==> config.mk <==
export PLATFORM = sky130hd
export DESIGN_NAME = utf8_stream_decoder_core_flat
export DESIGN_NICKNAME = d
export VERILOG_FILES = /design/src/u8d_pkg.sv /design/src/u8d_if.sv /design/src/utf8_stream_decoder_core.sv /design/src/u8d_front.sv /design/src/u8d_queue.sv /design/src/u8d_back.sv /design/src/flat_wrapper.sv
export VERILOG_INCLUDE_DIRS = /design/src /design/src/src
export SDC_FILE = /design/constraint.sdc
export NUM_CORES = 1
export LEC_CHECK = 0
export BUFFER_PORTS_ARGS = -buffer_cell sky130_fd_sc_hd__buf_2
export CAP_MARGIN = 20
export CORE_ASPECT_RATIO = 0.6
export CORE_MARGIN = 5
export CORE_UTILIZATION = 62
export DETAILED_ROUTE_END_ITERATION = 7
export PLACE_DENSITY = 0.77
export SLEW_MARGIN = 20
export SYNTH_ARGS = -nofsm -noshare
export SYNTH_HDL_FRONTEND = slang
export SYNTH_HIERARCHICAL = 1
export SYNTH_SLANG_ARGS = --single-unit
==> constraint.sdc <==
create_clock -name clk_i -period 4.4 [get_ports clk_i]
set_input_delay 0.44 -clock clk_i [delete_from_list [all_inputs] [get_ports clk_i]]
set_output_delay 0.44 -clock clk_i [all_outputs]
set_load 0.05 [all_outputs]
==> src/assert_macros.svh <==
// ----------------------------------------------------------------------------
// assert_macros: assertion helpers of the UTF-8 stream decoder
// Clocked implication checks that are held off while reset is asserted.
// ----------------------------------------------------------------------------
`ifndef ASSERT_MACROS_SVH
`define ASSERT_MACROS_SVH

// Same-cycle implication, disabled while reset is asserted.
`define U8D_ASSERT_IMPL(lbl, clk, rstn, ante, cons) \
  lbl: assert property (@(posedge clk) disable iff (!rstn) (ante) |-> (cons)) \
    else $error("u8d assertion failed");

// Next-cycle implication, disabled while reset is asserted.
`define U8D_ASSERT_NEXT(lbl, clk, rstn, ante, cons) \
  lbl: assert property (@(posedge clk) disable iff (!rstn) (ante) |=> (cons)) \
    else $error("u8d assertion failed");

`endif

==> src/u8d_pkg.sv <==
// ----------------------------------------------------------------------------
// u8d_pkg: shared types and constants of the UTF-8 stream decoder
// Result and queue entry types, byte class masks and register indexes.
// ----------------------------------------------------------------------------
package u8d_pkg;

  localparam int unsigned CpW     = 21;
  localparam int unsigned QDepth  = 4;
  localparam int unsigned QPtrW   = $clog2(QDepth);
  localparam int unsigned QCntW   = $clog2(QDepth + 1);
  localparam int unsigned CfgIdxW = 1;

  // Register indexes of the configuration port.
  localparam logic [CfgIdxW-1:0] CfgStripBom = 1'd0;
  localparam logic [CfgIdxW-1:0] CfgWideCp   = 1'd1;

  localparam logic [CpW-1:0] QMark = 21'h00003F;
  localparam logic [CpW-1:0] BomCp = 21'h00FEFF;

  // Byte class masks and patterns.
  localparam logic [7:0] ContMask  = 8'hC0;
  localparam logic [7:0] ContPat   = 8'h80;
  localparam logic [7:0] Lead2Mask = 8'hE0;
  localparam logic [7:0] Lead2Pat  = 8'hC0;
  localparam logic [7:0] Lead3Mask = 8'hF0;
  localparam logic [7:0] Lead3Pat  = 8'hE0;
  localparam logic [7:0] Lead4Mask = 8'hF8;
  localparam logic [7:0] Lead4Pat  = 8'hF0;

  typedef struct packed {
    logic [CpW-1:0] cp;
    logic           bad;
  } u8d_res_t;

  // One queue entry carries every result of one input byte.
  typedef struct packed {
    u8d_res_t res0;
    u8d_res_t res1;
    logic     two;
  } u8d_entry_t;

  typedef struct packed {
    logic             full;
    logic             empty;
    logic [QCntW-1:0] count;
  } u8d_q_status_t;

endpackage

==> src/u8d_if.sv <==
// ----------------------------------------------------------------------------
// u8d_if: channel interfaces of the UTF-8 stream decoder
// Byte input channel and code point output channel, valid/ready handshake.
// ----------------------------------------------------------------------------
interface u8d_in_if;
  logic       valid;
  logic       ready;
  logic [7:0] byte_in;
  logic       last_byte;

  modport source (output valid, output byte_in, output last_byte, input ready);
  modport sink   (input valid, input byte_in, input last_byte, output ready);
endinterface

interface u8d_out_if;
  logic        valid;
  logic        ready;
  logic [20:0] code_point;
  logic        malformed;
  logic        end_of_run;

  modport source (output valid, output code_point, output malformed,
                  output end_of_run, input ready);
  modport sink   (input valid, input code_point, input malformed,
                  input end_of_run, output ready);
endinterface

==> src/utf8_stream_decoder_core.sv <==
// Path: each result passes through the queue and then the output register.
// Throughput: one byte per cycle unless the queue is full; a two-result byte
// holds the single output register for both; the four-entry queue absorbs the burst.
// Reset: open sequence cleared, at buffer start, both registers set to 1,
// queue and output register empty.
// ----------------------------------------------------------------------------
// utf8_stream_decoder_core: streaming UTF-8 to code point decoder
// Front tracks sequences per byte; back serializes results behind a queue.
// ----------------------------------------------------------------------------
`include "assert_macros.svh"

module utf8_stream_decoder_core import u8d_pkg::*; (
  input  logic               clk_i,
  input  logic               rst_ni,
  input  logic               cfg_we_i,
  input  logic [CfgIdxW-1:0] cfg_idx_i,
  input  logic               cfg_wdata_i,
  u8d_in_if.sink             in_i,
  u8d_out_if.source          out_o
);

  // The front part does all the decoding work in the accepting cycle: it
  // classifies the byte, updates the open sequence and forms every result
  // that the byte causes (at most two) into a single queue entry. Bytes with
  // no result, such as stray continuation bytes, push nothing.
  logic          push, pop;
  u8d_entry_t    entry, head;
  u8d_q_status_t q_stat;

  u8d_front u_front (
    .clk_i       (clk_i),
    .rst_ni      (rst_ni),
    .cfg_we_i    (cfg_we_i),
    .cfg_idx_i   (cfg_idx_i),
    .cfg_wdata_i (cfg_wdata_i),
    .in_i        (in_i),
    .q_full_i    (q_stat.full),
    .push_o      (push),
    .entry_o     (entry)
  );

  // The queue decouples the two sides, so input keeps flowing, until the queue
  // fills, while the output side is stalled or busy with a two-result byte.
  u8d_queue u_queue (
    .clk_i    (clk_i),
    .rst_ni   (rst_ni),
    .push_i   (push),
    .entry_i  (entry),
    .pop_i    (pop),
    .head_o   (head),
    .status_o (q_stat)
  );

  // The back part hands out one result per transaction and raises
  // end_of_run on the last result of each byte.
  u8d_back u_back (
    .clk_i    (clk_i),
    .rst_ni   (rst_ni),
    .head_i   (head),
    .status_i (q_stat),
    .pop_o    (pop),
    .out_o    (out_o)
  );

  // A push never lands on a full queue, and an empty queue is never popped.
  `U8D_ASSERT_IMPL(a_no_overflow, clk_i, rst_ni, push, !q_stat.full)
  `U8D_ASSERT_IMPL(a_no_underflow, clk_i, rst_ni, pop, !q_stat.empty)
  // The second result of a byte follows its first without a gap.
  `U8D_ASSERT_NEXT(a_pair_follows, clk_i, rst_ni,
                   out_o.valid && out_o.ready && !out_o.end_of_run, out_o.valid)
  // The full flag agrees with the fill count.
  `U8D_ASSERT_IMPL(a_full_count, clk_i, rst_ni, q_stat.full,
                   q_stat.count == QCntW'(QDepth))

endmodule

==> src/u8d_front.sv <==
// ----------------------------------------------------------------------------
// u8d_front: byte classifier and sequence tracker
// Accepts bytes, updates the open sequence and pushes the byte's results.
// ----------------------------------------------------------------------------
module u8d_front import u8d_pkg::*; (
  input  logic               clk_i,
  input  logic               rst_ni,
  input  logic               cfg_we_i,
  input  logic [CfgIdxW-1:0] cfg_idx_i,
  input  logic               cfg_wdata_i,
  u8d_in_if.sink             in_i,
  input  logic               q_full_i,
  output logic               push_o,
  output u8d_entry_t         entry_o
);

  logic           strip_bom_q, wide_q;
  logic [1:0]     aw_q, aw_d;
  logic [CpW-1:0] pv_q, pv_d;
  logic           fb_q, fb_d;
  logic           abs_q, abs_d;
  logic           accept;
  logic [1:0]     cnt;

  assign in_i.ready = !q_full_i;
  assign accept     = in_i.valid && in_i.ready;

  always_comb begin
    logic [7:0] b;
    logic       stray;
    u8d_res_t   r;
    b       = in_i.byte_in;
    stray   = 1'b0;
    cnt     = 2'd0;
    aw_d    = aw_q;
    pv_d    = pv_q;
    fb_d    = fb_q;
    abs_d   = abs_q;
    entry_o = '0;
    r       = '0;
    if ((b & ContMask) == ContPat) begin
      if (aw_q != 2'd0) begin
        pv_d = {pv_q[CpW-7:0], b[5:0]};
        aw_d = aw_q - 2'd1;
        if (aw_d == 2'd0) begin
          if (fb_q && !wide_q) begin
            entry_o.res0 = '{cp: QMark, bad: 1'b0};
            cnt          = 2'd1;
          end else if (!(strip_bom_q && abs_q && !fb_q && pv_d == BomCp)) begin
            entry_o.res0 = '{cp: pv_d, bad: 1'b0};
            cnt          = 2'd1;
          end
          fb_d = 1'b0;
        end
      end else begin
        stray = 1'b1;
      end
    end else begin
      // A non-continuation byte closes an unfinished sequence first.
      if (aw_q != 2'd0) begin
        entry_o.res0 = '{cp: QMark, bad: 1'b1};
        cnt          = 2'd1;
        aw_d         = 2'd0;
        fb_d         = 1'b0;
      end
      r = '{cp: '0, bad: 1'b0};
      if (!b[7]) begin
        r.cp = {{(CpW-8){1'b0}}, b};
      end else if ((b & Lead2Mask) == Lead2Pat) begin
        pv_d = {{(CpW-5){1'b0}}, b[4:0]};
        aw_d = 2'd1;
        fb_d = 1'b0;
      end else if ((b & Lead3Mask) == Lead3Pat) begin
        pv_d = {{(CpW-4){1'b0}}, b[3:0]};
        aw_d = 2'd2;
        fb_d = 1'b0;
      end else if ((b & Lead4Mask) == Lead4Pat) begin
        pv_d = {{(CpW-3){1'b0}}, b[2:0]};
        aw_d = 2'd3;
        fb_d = 1'b1;
      end else begin
        r.bad = 1'b1;
      end
      if (!b[7] || r.bad) begin
        if (cnt == 2'd0) entry_o.res0 = r;
        else             entry_o.res1 = r;
        cnt = cnt + 2'd1;
      end
    end

    if (in_i.last_byte) begin
      if (aw_d != 2'd0) begin
        if (cnt == 2'd0) entry_o.res0 = '{cp: QMark, bad: 1'b1};
        else             entry_o.res1 = '{cp: QMark, bad: 1'b1};
        cnt = cnt + 2'd1;
      end
      aw_d  = 2'd0;
      fb_d  = 1'b0;
      pv_d  = '0;
      abs_d = 1'b1;
    end else begin
      abs_d = abs_q && (aw_d != 2'd0) && (cnt == 2'd0) && !stray;
    end
    entry_o.two = (cnt == 2'd2);
  end

  assign push_o = accept && (cnt != 2'd0);

  always_ff @(posedge clk_i or negedge rst_ni) begin
    if (!rst_ni) begin
      strip_bom_q <= 1'b1;
      wide_q      <= 1'b1;
      aw_q        <= 2'd0;
      pv_q        <= '0;
      fb_q        <= 1'b0;
      abs_q       <= 1'b1;
    end else begin
      if (cfg_we_i && cfg_idx_i == CfgStripBom) strip_bom_q <= cfg_wdata_i;
      if (cfg_we_i && cfg_idx_i == CfgWideCp)   wide_q      <= cfg_wdata_i;
      if (accept) begin
        aw_q  <= aw_d;
        pv_q  <= pv_d;
        fb_q  <= fb_d;
        abs_q <= abs_d;
      end
    end
  end

endmodule

==> src/u8d_queue.sv <==
// ----------------------------------------------------------------------------
// u8d_queue: short FIFO between the front and back parts
// Holds the results of a few bytes so each side can stall on its own.
// ----------------------------------------------------------------------------
module u8d_queue import u8d_pkg::*; (
  input  logic          clk_i,
  input  logic          rst_ni,
  input  logic          push_i,
  input  u8d_entry_t    entry_i,
  input  logic          pop_i,
  output u8d_entry_t    head_o,
  output u8d_q_status_t status_o
);

  u8d_entry_t       mem_q [QDepth];
  logic [QPtrW-1:0] wr_ptr_q, rd_ptr_q;
  logic [QCntW-1:0] count_q;

  assign status_o.full  = (count_q == QCntW'(QDepth));
  assign status_o.empty = (count_q == '0);
  assign status_o.count = count_q;
  assign head_o         = mem_q[rd_ptr_q];

  always_ff @(posedge clk_i or negedge rst_ni) begin
    if (!rst_ni) begin
      wr_ptr_q <= '0;
      rd_ptr_q <= '0;
      count_q  <= '0;
    end else begin
      if (push_i) wr_ptr_q <= wr_ptr_q + 1'b1;
      if (pop_i)  rd_ptr_q <= rd_ptr_q + 1'b1;
      if (push_i && !pop_i)      count_q <= count_q + 1'b1;
      else if (!push_i && pop_i) count_q <= count_q - 1'b1;
    end
  end

  always_ff @(posedge clk_i) begin
    if (push_i) mem_q[wr_ptr_q] <= entry_i;
  end

endmodule

==> src/u8d_back.sv <==
// ----------------------------------------------------------------------------
// u8d_back: result sequencer and output register
// Sends the one or two results of each queued byte, marking the last one.
// ----------------------------------------------------------------------------
module u8d_back import u8d_pkg::*; (
  input  logic          clk_i,
  input  logic          rst_ni,
  input  u8d_entry_t    head_i,
  input  u8d_q_status_t status_i,
  output logic          pop_o,
  u8d_out_if.source     out_o
);

  logic     out_valid_q, sel_q, eor_q;
  u8d_res_t res_q;
  logic     load, take;

  assign load  = !out_valid_q || out_o.ready;
  assign take  = load && !status_i.empty;
  assign pop_o = take && (sel_q || !head_i.two);

  assign out_o.valid      = out_valid_q;
  assign out_o.code_point = res_q.cp;
  assign out_o.malformed  = res_q.bad;
  assign out_o.end_of_run = eor_q;

  always_ff @(posedge clk_i or negedge rst_ni) begin
    if (!rst_ni) begin
      out_valid_q <= 1'b0;
      sel_q       <= 1'b0;
    end else begin
      if (load) out_valid_q <= !status_i.empty;
      if (take) sel_q       <= !pop_o;
    end
  end

  always_ff @(posedge clk_i) begin
    if (take) begin
      res_q <= sel_q ? head_i.res1 : head_i.res0;
      eor_q <= pop_o;
    end
  end

endmodule

==> src/flat_wrapper.sv <==
// flat-port wrapper written by rule: the top's interface ports become plain ports
module utf8_stream_decoder_core_flat import u8d_pkg::*;
  (clk_i, rst_ni, cfg_we_i, cfg_idx_i, cfg_wdata_i, in_i_valid, in_i_byte_in, in_i_last_byte, in_i_ready, out_o_valid, out_o_code_point, out_o_malformed, out_o_end_of_run, out_o_ready);
  u8d_in_if in_i_i ();
  u8d_out_if out_o_i ();
  input  logic clk_i;
  input  logic rst_ni;
  input  logic cfg_we_i;
  input  logic [CfgIdxW-1:0] cfg_idx_i;
  input  logic cfg_wdata_i;
  input wire logic [$bits(in_i_i.valid)-1:0] in_i_valid;
  input wire logic [$bits(in_i_i.byte_in)-1:0] in_i_byte_in;
  input wire logic [$bits(in_i_i.last_byte)-1:0] in_i_last_byte;
  output wire logic [$bits(in_i_i.ready)-1:0] in_i_ready;
  output wire logic [$bits(out_o_i.valid)-1:0] out_o_valid;
  output wire logic [$bits(out_o_i.code_point)-1:0] out_o_code_point;
  output wire logic [$bits(out_o_i.malformed)-1:0] out_o_malformed;
  output wire logic [$bits(out_o_i.end_of_run)-1:0] out_o_end_of_run;
  input wire logic [$bits(out_o_i.ready)-1:0] out_o_ready;
  assign in_i_i.valid = in_i_valid;
  assign in_i_i.byte_in = in_i_byte_in;
  assign in_i_i.last_byte = in_i_last_byte;
  assign in_i_ready = in_i_i.ready;
  assign out_o_valid = out_o_i.valid;
  assign out_o_code_point = out_o_i.code_point;
  assign out_o_malformed = out_o_i.malformed;
  assign out_o_end_of_run = out_o_i.end_of_run;
  assign out_o_i.ready = out_o_ready;
  utf8_stream_decoder_core u_core (.clk_i(clk_i), .rst_ni(rst_ni), .cfg_we_i(cfg_we_i), .cfg_idx_i(cfg_idx_i), .cfg_wdata_i(cfg_wdata_i), .in_i(in_i_i), .out_o(out_o_i));
endmodule
==> results_dict.tcl <==
set metrics [dict create \
    outcome "finished clean" \
    via_per_inst 6.200 \
    crit_chain "nand4b_1 > or4_4 > nor2_2 > buf_4 > o31a_1 > ha_1 > o211ai_1 > o211ai_1 > ha_1 > inv_1 > fa_1 > mux2_2" \
    synthArstFlopShare_pct 12.88 \
    syn_area_um2 9783 \
    clock_path_buffers 3 \
    wire_per_inst_um 23.25 \
    grtUsageMet2_pct 30.64 \
    grtUsageTotal_pct 20.86 \
    slowest_delay_ps 540 \
    n_antenna_cell 0 \
    ant_nets 0 \
    setup_tns_ps 0 \
    die_y_um 107.3 \
    grt_start_max_net_pins 47 \
    place_congestion 0.9446 \
    peakVddDrop_mv 0.4190 \
    hp-start "out_o_ready" \
    post_cts_resized 0 \
    fp.dieArea_um2 18470 \
    switching_share_pct 30.75 \
    design.portCount 41 \
    power_frac_comb_pct 30.7 \
    die_w_um 172.2 \
    drive_gt1_share_pct 31.30 \
    setup_viol 0 \
    synth-edff-count 203 \
    p_sw_w 0.002172 \
    port_buffers 40 \
    start_util_pct 63.47 \
    r2r_end "u_core/u_queue/count_q[1]" \
    htreeDepth 1 \
    hold_violations 0 \
    final.period_utilization_pct 83.12 \
    hold_path.class "in2reg" \
    syn_to_final_growth_pct 10.36 \
    power.density_nw_per_um2 654.1 \
    cts.sinks 233 \
    fin_crit_ps 3657 \
    rsz0062_at_grt "false" \
    grt_pass1_vias 5086 \
    cp-start-kind "register" \
    clk_pin_slew_worst_paths_ps 70 \
    path_class "reg2reg" \
    postCtsSetupRepairBufs 0 \
    fin_nets 601 \
    cpMaxStageDelayCell "dfstp_2" \
    fmax_mhz 273.4 \
    slew_headroom_pct 32.93 \
    synthFlopType "edfxtp_1" \
    arrival_ps 4040 \
    synth-seq-cells 233 \
    fin_hold_ws_ps 144.0 \
    tightest_slew_ps 1004 \
    first_pass_iters 5 \
    p_leak_nw 3.832 \
    grt-ovfl-total 0 \
    root_buffer "clkbuf_16" \
    critical_path.endpoint_type "register" \
    met3_usage_pct 3.927 \
    insertion_delay_ps 500 \
    final_util_pct 70.04 \
    required_ps 4780 \
    core-area_um2 15410 \
    rr_worst_depth 12 \
    r2r_setup_slack_ps 740 \
    drv_slew 0 \
    row_count 35 \
    cap_violations 0 \
    clock_skew_ps 10.71 \
    min_delay_path_depth 2 \
    wirelength_um 18460 \
    syn_inst 529 \
    internal_power_w 0.004890 \
    synth_warnings 6 \
    grt_pass1_wl_um 28960 \
    antenna_found_initial 0 \
    gr-max-usage-layer "met1" \
    ys_seq_area_share_pct 70.02 \
    min_to "u_core/u_back/out_o.valid" \
    power.total_w 0.007062 \
    crit_fanout 9 \
    hpwl_um 11290 \
    synth_cell_type_count 65 \
    n_fill_cell 973 \
    postSynthAreaPerCell_um2 18.49 \
    p_clk_share_pct 25.9 \
    drc 0 \
    grt.met1_usage_pct 33.16 \
    vias 4923 \
    cts_tree "yes" \
    reg2reg_from "u_core/u_front/abs_q" \
    numCtsBuffers 21 \
    p_seq_share_pct 43.4 \
    first_iter_violations 612 \
]
[worst max-delay path, delay by kind of cell (launching register included)]
kind | cells | cell delay, ps
AO/OA/AOI/OAI | 3 | 710
adder cells (fa/ha/maj) | 3 | 1010
buffers and inverters | 2 | 250
flip-flops | 1 | 540
multiplexers | 1 | 260
AND/OR/NAND/NOR | 3 | 770
[stage by stage]
stage / area (um2) / setup WS (ps) / cells
global route: 10800 / 567.5 / 794
finish: 10800 / 742.9 / 794
CTS: 10800 / 776.1 / 794
global placement: 10090 / 827.2 / 755
detailed placement: 10090 / 737.9 / 755
floorplan: 9832 / 739.7 / 542
[layout make-up]
type,instances,area [um2],area share [%]
clock buffers,33,610.6,5.655
well taps,203,254.0,2.353
inverters,18,67.56,0.6258
clock inverters,5,81.33,0.7533
multi-input cells,250,2600,24.08
repair buffers,52,330.3,3.059
flip-flops and latches,233,6853,63.47
[state kept, by name (all words and copies together), names as in the netlist, 2 cells and up]
signal                          count
u_core/u_front/aw_q                 2
u_core/u_queue/count_q              3
u_core/u_queue/wr_ptr_q             2
u_core/u_queue/rd_ptr_q             2
u_core/u_back/out_o.code_point     21
u_core/u_queue/mem_q              180
u_core/u_front/pv_q                15
[layout by cell type (no fill, tap or decap), types with 6 or more instances in the layout]
| master | n |
|---|---|
| mux2_2 | 9 |
| dfrtp_1 | 25 |
| conb_1 | 14 |
| mux2_4 | 19 |
| inv_1 | 18 |
| clkbuf_1 | 8 |
| o21ai_0 | 10 |
| and2_2 | 6 |
| ha_1 | 8 |
| clkbuf_16 | 21 |
| o221ai_1 | 6 |
| nor2_1 | 6 |
| edfxtp_1 | 203 |
| and2_4 | 10 |
| buf_2 | 40 |
| a22o_1 | 11 |
| nand2_1 | 36 |
| buf_4 | 8 |
| mux4_2 | 45 |
[routing by layer]
metal,vias up,part of all wire [%]
li1,2147,-
met1,2536,45
met2,214,46
met3,26,7.1
met4,0,1.8
met5,-,0
[timing repair]
action | in CTS | in global routing
hold buffers | 1 | 0
endpoints found under the hold margin | 1 | 0
setup endpoints to repair | 0 | 0
[worst max-delay path by stage]
stage	from	end	depth (start not counted)
after global routing	u_core/u_front/abs_q	u_core/u_queue/count_q[1]	12
final	u_core/u_front/abs_q	u_core/u_queue/count_q[1]	12
after CTS	u_core/u_front/abs_q	u_core/u_queue/count_q[1]	12
after global placement	in_i_byte_in[1]	u_core/u_queue/count_q[1]	13
after floorplan	in_i_byte_in[6]	u_core/u_queue/mem_q[1][0]	10
after detailed placement	in_i_byte_in[1]	u_core/u_queue/count_q[1]	13
[cells in the mapped netlist (2+ instances only)]
master	instances	area [um2]
a22o_1	11	96.34
a21oi_1	2	10.01
o21ai_0	10	50.05
buf_6	3	33.78
buf_1	2	7.510
xnor2_1	2	17.52
buf_2	10	50.05
o21ai_1	2	10.01
inv_1	18	67.56
o211ai_1	4	30.03
nor2b_1	4	25.02
edfxtp_1	203	6096
a31oi_1	2	12.51
and2_1	5	31.28
mux2_2	9	101.4
dfstp_2	3	78.83
nand4b_1	4	35.03
and2_2	2	15.01
o22ai_1	2	12.51
buf_4	16	120.1
mux4_2	45	1013
and2_4	10	87.58
ha_1	8	100.1
dfrtp_1	27	675.7
mux2_4	19	285.3
nor2_1	6	22.52
nand2_1	36	135.1
nor3b_1	2	15.01
clkbuf_1	4	15.01
o221ai_1	6	52.55
o311ai_0	3	26.28
nor3_1	3	15.01
buf_12	4	80.08
nand2b_1	4	25.02
xor2_1	4	35.03
nand3_1	3	15.01
nand4_1	2	12.51
nor2_2	2	12.51
[power groups by stage]
stage	clock network, W	logic (W)	registers [W]
CTS	0.00186	0.00220	0.00307
global route	0.00197	0.00233	0.00310
finish	0.00183	0.00217	0.00307
global placement	0	0.00216	0.00308
floorplan	0	0.00141	0.00348
detailed placement	0	0.00220	0.00311
[kinds of logic (layout without fill, tap and decap cells)]
logic type / Yosys count / count (layout) / share of synthesized area [%]
adder cells (fa/ha/maj): 9 / 9 / 1.228
other: 1 / 14 / 0.03833
flip-flops: 233 / 233 / 70.02
XOR/XNOR: 6 / 6 / 0.5371
AO/OA/AOI/OAI: 54 / 54 / 4.221
AND/OR/NAND/NOR: 93 / 93 / 5.512
multiplexers: 74 / 74 / 14.41
buffers and inverters: 59 / 108 / 4.029
Power figures use the tool's default switching activity.
